[config.mk]
export PLATFORM = sky130hd
export DESIGN_NAME = lmfe_out_buf
export DESIGN_NICKNAME = d
export VERILOG_FILES = /design/src/rtl/core/lmfe_pkg.sv /design/src/rtl/core/lmfe_out_buf.sv
export SDC_FILE = /design/constraint.sdc
export NUM_CORES = 1
export LEC_CHECK = 0
export ABC_AREA = 1
export BUFFER_PORTS_ARGS = -buffer_cell sky130_fd_sc_hd__buf_4
export CAP_MARGIN = 30
export CORE_AREA = 2 2 62 64
export CTS_CLUSTER_DIAMETER = 30
export DETAILED_ROUTE_END_ITERATION = 10
export DIE_AREA = 0 0 64 66
export PLACE_DENSITY_LB_ADDON = 0.15
export SYNTH_ARGS = -nofsm -noshare
export SYNTH_HDL_FRONTEND = slang
export SYNTH_SLANG_ARGS = --single-unit
[constraint.sdc]
create_clock -name clk -period 3 [get_ports clk]
set_input_delay 0.3 -clock clk [delete_from_list [all_inputs] [get_ports clk]]
set_output_delay 0.3 -clock clk [all_outputs]
set_load 0.005 [all_outputs]
[src/rtl/core/lmfe_pkg.sv]
// Shared types, codes and constants of the line marker filename extractor.
`default_nettype none
package lmfe_pkg;

	localparam int unsigned NAME_CAPACITY_DEF = 1024;

	localparam logic [7:0] CH_HASH   = 8'h23;
	localparam logic [7:0] CH_QUOTE  = 8'h22;
	localparam logic [7:0] CH_BSLASH = 8'h5C;
	localparam logic [7:0] CH_SLASH  = 8'h2F;
	localparam logic [7:0] CH_SPACE  = 8'h20;
	localparam logic [7:0] CH_TAB    = 8'h09;
	localparam logic [7:0] CH_CR     = 8'h0D;
	localparam logic [7:0] CH_LF     = 8'h0A;
	localparam logic [7:0] CH_BS     = 8'h08;
	localparam logic [7:0] CH_0      = 8'h30;
	localparam logic [7:0] CH_9      = 8'h39;
	localparam logic [7:0] CH_LA     = 8'h61;
	localparam logic [7:0] CH_LB     = 8'h62;
	localparam logic [7:0] CH_LE     = 8'h65;
	localparam logic [7:0] CH_LF_LO  = 8'h66;
	localparam logic [7:0] CH_LI     = 8'h69;
	localparam logic [7:0] CH_LL     = 8'h6C;
	localparam logic [7:0] CH_LN     = 8'h6E;
	localparam logic [7:0] CH_LR     = 8'h72;
	localparam logic [7:0] CH_LT     = 8'h74;
	localparam logic [7:0] CH_UA     = 8'h41;
	localparam logic [7:0] CH_UF     = 8'h46;

	typedef enum logic [3:0] {
		M_DISCOVER   = 4'd0,
		M_SKIP       = 4'd1,
		M_HASH_BLANK = 4'd2,
		M_L_I        = 4'd3,
		M_L_N        = 4'd4,
		M_L_E        = 4'd5,
		M_LINE_SEP   = 4'd6,
		M_LINE_BLANK = 4'd7,
		M_NUMBER     = 4'd8,
		M_NUM_BLANK  = 4'd9,
		M_NAME       = 4'd10
	} mode_t;

	typedef enum logic [2:0] {
		KIND_BYTE    = 3'd0,
		KIND_NEW     = 3'd1,
		KIND_SAME    = 3'd2,
		KIND_ABANDON = 3'd3,
		KIND_DONE    = 3'd4
	} kind_t;

	typedef enum logic [2:0] {
		ACT_NONE,
		ACT_PUT,
		ACT_CLOSE,
		ACT_ABANDON,
		ACT_OPEN,
		ACT_ESC,
		ACT_DONE
	} act_t;

	typedef struct packed {
		logic [7:0] char_in;
		logic       end_of_input;
	} in_item_t;

	typedef struct packed {
		logic [2:0] kind;
		logic [7:0] name_char;
		logic [9:0] name_length;
	} out_item_t;

	typedef struct packed {
		logic wr_en;
		logic cmp_en;
		logic flush;
	} store_ctrl_t;

endpackage
`default_nettype wire

[src/rtl/core/lmfe_out_buf.sv]
// Result register with a skid stage.
`default_nettype none
module lmfe_out_buf (
	input  wire                  clk,
	input  wire                  arst_n,
	input  wire                  push,
	input  lmfe_pkg::out_item_t  push_data,
	output logic                 push_ready,
	output logic                 result_valid,
	input  wire                  result_ready,
	output lmfe_pkg::out_item_t  result
);
	import lmfe_pkg::*;

	logic      main_v_q, skid_v_q;
	out_item_t main_q, skid_q;
	logic      take;

	assign take         = main_v_q & result_ready;
	assign push_ready   = ~skid_v_q;
	assign result_valid = main_v_q;
	assign result       = main_q;

	always_ff @(posedge clk or negedge arst_n) begin
		if (!arst_n) begin
			main_v_q <= 1'b0;
			skid_v_q <= 1'b0;
		end else if (take) begin
			if (skid_v_q) begin
				skid_v_q <= 1'b0;
			end else begin
				main_v_q <= push;
			end
		end else if (push) begin
			if (main_v_q) skid_v_q <= 1'b1;
			else main_v_q <= 1'b1;
		end
	end

	always_ff @(posedge clk) begin
		if (take) begin
			main_q <= skid_v_q ? skid_q : push_data;
		end else if (push) begin
			if (main_v_q) skid_q <= push_data;
			else main_q <= push_data;
		end
	end

endmodule
`default_nettype wire

* Word-level counts from Yosys, hierarchy flattened
Index checks and enable logic that the tools add are counted.
** Storage, ports and cells
- Flip-flop bits (word level) :: 44
- Bits of input ports :: 25
- Output and inout port bits :: 23
- Logic and storage cells :: 29
** Cells by class
- Equal/unequal tests :: 2
- Mux-type cells :: 10
- Bitwise operators :: 3
- Reductions and logical operators :: 6
** Operators by type and width (number)
- two-way mux 21 bit :: 4
- two-way mux 1 bit :: 6
- AND reduction 2 bit :: 3
- nonzero test 2 bit :: 2
- AND reduction 3 bit :: 1
- inequality test 2 x 1 -> 1 bit, second input constant :: 1
- inequality test 2 bit, second input constant :: 1
- NOT 1 bit :: 2
- bitwise AND 1 bit :: 1

* Logic depth before layout (Yosys ltp)
- Depth after elaboration :: 3
- Mapped depth :: 5

* Least setup slack after synthesis
No wires, ideal clock.
- Path kind :: reg2reg
- Start :: reg main_v_q, in the netlist result_valid
- End :: reg main_q (netlist bit result[0]), enable pin
- Setup time :: 0.428 ns
- Arrival time :: 2.073 ns
- Data required time :: 2.572 ns
- Slack :: 0.499 ns
- Cell stages (with the launch flop) :: 3
- Period minus slack after synthesis :: 2.501 ns
- Cells stage by stage :: dfrtp_1 buf_4 o21ai_0
** On the way
- Longest elaborated chain between the ends :: 3
- Elaborated cells on any way between the ends :: 4
- Those cells by class :: eq/ne: 1; bitwise: 1; reduce/logical: 2
** Ends and longest elaborated chain
- from (decl) :: RTL line lmfe_out_buf.sv:15 : logic main_v_q, skid_v_q;
- from (signal assigned) :: RTL line lmfe_out_buf.sv:32 : main_v_q <= push;
- bitwise AND 1 bit :: RTL line lmfe_out_buf.sv:19 : assign take = main_v_q & result_ready;
- inequality test 2 x 1 -> 1 bit (no source line) or nonzero test 2 bit (tied branches)
- AND reduction 2 bit (no source line) *
- to (signal assigned) :: RTL line lmfe_out_buf.sv:42 : main_q <= skid_v_q ? skid_q : push_data;
- to (signal assigned) :: RTL line lmfe_out_buf.sv:45 : else main_q <= push_data;
- to (decl) :: RTL line lmfe_out_buf.sv:16 : out_item_t main_q, skid_q;
Every way passes the cells marked *; elsewhere a longest branch is shown, timed or not.
A chain may end at the register's enable or synchronous reset.

* Final worst setup path
- Start :: reg main_v_q, in the netlist result_valid
- End :: reg main_q (netlist bit result[3]), data pin
** On the way
- Longest elaborated chain between the ends :: 2
** Ends and longest elaborated chain
- bitwise AND 1 bit :: RTL line lmfe_out_buf.sv:19
- two-way mux 21 bit :: RTL line lmfe_out_buf.sv:41 : if (take) begin
No other way between the ends.

==> metrics.txt <==
CP most frequent cell=nand2_1; Hold Vio Cnt, Final=0; crit-path cells=buf_4, nand3_2, nand2_1, nand2_1; Starting Density=about half; Hold Path Class=in2reg; clock root buffer=clkbuf_4; Finished Cell Area=roughly 2200 um2; Die Width=64 um; Final GP Congestion=0.714; slowest stage delay, CP=about 0.55 ns; Netlist cell types=11; 1st-iter DRT viols=just over 100; first-pass GRT wire length=about 5.4 mm; clk_lat worst skew=between 0.3 and 0.4 ns; Clock Sink Count=44; max_slew headroom=between 60 and 70%; Worst VDD drop=approximately 0.36 mV; Num CTS Buffers=5; Die Y-Extent=66 um; P_leak=~0.93 nW; min cycle time layout=between 1.5 and 2 ns; post_cts resized=0; clock skew=0.00637 ns; fin cells=228; drt wl/cell=roughly 15 um; final core utilization=between 60% and 70%; final setup vio count=0; dpl cell area=2110 um2; RSZ-0062 raised after global routing=false; Worst Path Required=approximately 3.1 ns; CTS tree=built; Post-Syn Area per Cell=13.2 um2; maximum clock insertion buffer count=2; antenna cells=0; Fillers=~290; # hold bufs at CTS=1; startpoint types=register; die area=around 4200 um2; FF+latch count, synth=between 40 and 50; Post-DP HPWL=approximately 2.1 mm; Worst-path clk slew=~0.12 ns; Antenna Nets Post-Route=0; pin count of the biggest net entering global routing=26; worst-path maximum fanout=21; drt first pass iters=4; Synth-to-Final Area Change=26.3%; final WL=about 3.3 mm; Crit Path Category=reg2reg; Post-Synthesis Cells=between 100 and 150; io pins=48; total track usage=around 17%; actual slew at the worst max-slew pin=between 0.5 and 0.6 ns; Critical Path AT=1.87 ns; Synth Net Count=approximately 160; CP Capture Type=register; Core ar.=3550 um2; initial antenna violation count=0; H-tree Lvls=2; Post-CTS Setup Bufs=0; outcome=complete, no violations; Syn. warnings=0; GRT overflow=0; drt drc=0; slowest stage cell, crit path=dfrtp_1; Max-Cap Viols=0; routed vias=1177; NumNets Final=approximately 200; placed cells=between 200 and 250; fmax=~0.57 GHz; Hold WS=approximately 0.13 ns; CP delay by family, top=simple AND/OR/NAND/NOR gates; Syn Std Cell Area=roughly 1700 um2; row count=22; final setup TNS=0 ns; Final Cycle Share=58.5%; Cell Pwr Density=about 560 nW/um2; share of cells above drive strength 1=roughly a third; worst path bufs/invs=1; Port Buffer Count=between 40 and 50; Vias/cell=just over 5; Seq/Total Area, Yosys=between 70 and 80%; final max-slew violation count=0; number of global-route vias before repair=1138
[metrics by stage]
| stage | setup slack [ns] | total power, mW |
|---|---|---|
| 3_5_place_dp | 1.26 | 0.953 |
| 5_1_grt | 1.11 | 1.27 |
| 6_report | 1.24 | 1.21 |
| 2_1_floorplan | 0.499 | 0.850 |
| 4_1_cts | 1.22 | 1.22 |
| 3_3_place_gp | 1.25 | 0.942 |
[worst register-to-register path, cell delays in order, from the launching register on]
cell and delay (ns):
dfrtp_1 0.55, buf_4 0.31, nand3_2 0.40, nand2_1 0.19, nand2_1 0.07
[registers in the layout (all words and copies together), names as in the netlist]
register	cells
result	21
skid_q	21
result_valid	1
skid_v_q	1
[path summary, 6_finish.rpt]
kind / to / slack [ns] / depth (start not counted) / from
max in group asynchronous: result_valid / 2.64 / 2 / arst_n
worst min-delay path: skid_q[19] / 0.13 / 1 / push_data[19]
worst max register to register: result[3] / 1.24 / 4 / result_valid
worst max-delay path: result[3] / 1.24 / 4 / result_valid
worst min register to register: result[15] / 0.57 / 2 / skid_q[15]
min in group asynchronous: skid_v_q / 0.27 / 2 / arst_n
[cells in the mapped netlist]
cell      count  share of area [%]
buf_6         2                1.3
nor2_1        1               0.22
nand4_1      21                7.6
nand2_1      49                 11
inv_1         3               0.65
dfrtp_1       2                2.9
buf_2         7                2.0
o21ai_0       1               0.29
edfxtp_1     42                 73
nand3_2       1               0.58
buf_4         1               0.44
[kinds of logic (layout without fill, tap and decap cells)]
| family | after synthesis | after routing | share of synthesized area [%] |
|---|---|---|---|
| simple gates | 72 | 72 | 19.1 |
| flops | 44 | 44 | 76.2 |
| compound gates | 1 | 1 | 0.290 |
| buf+inv | 13 | 63 | 4.43 |
[routing by layer]
layer | track usage (%) | vias up | wire length, um | share of wire (%)
met5 | 0 | - | 0 | 0
met4 | 7.07 | 0 | 17 | 0.51
met3 | 5.45 | 2 | 264 | 7.9
met2 | 26.4 | 48 | 1620 | 49
met1 | 23.3 | 561 | 1430 | 43
li1 | - | 566 | - | -
[cell usage in the layout (no fill, tap or decap)]
cell type      instances
clkinv_2               2
clkbuf_4               5
buf_4                 50
nand3_2                1
o21ai_2                1
buf_8                  1
nor2_2                 1
dlygate4sd3_1          1
nand4_1               21
inv_1                  3
clkinv_1               1
nand2_1               49
dfrtp_1                2
edfxtp_1              42
[cell type report]
| type | count | area [um2] | share of cell area [%] |
|---|---|---|---|
| multi-input cells | 73 | 340 | 15.7 |
| clock inverters | 3 | 13.8 | 0.633 |
| well taps | 48 | 60.1 | 2.76 |
| repair buffers | 52 | 400 | 18.4 |
| inverters | 3 | 11.3 | 0.518 |
| flip-flops and latches | 44 | 1310 | 60.3 |
| clock buffers | 5 | 37.5 | 1.73 |
[report_power, final]
part | internal, mW | switching [mW]
logic | 0.0873 | 0.0995
clock network | 0.0863 | 0.184
registers | 0.734 | 0.0167
No activity file was read; power rests on OpenSTA's default activity.
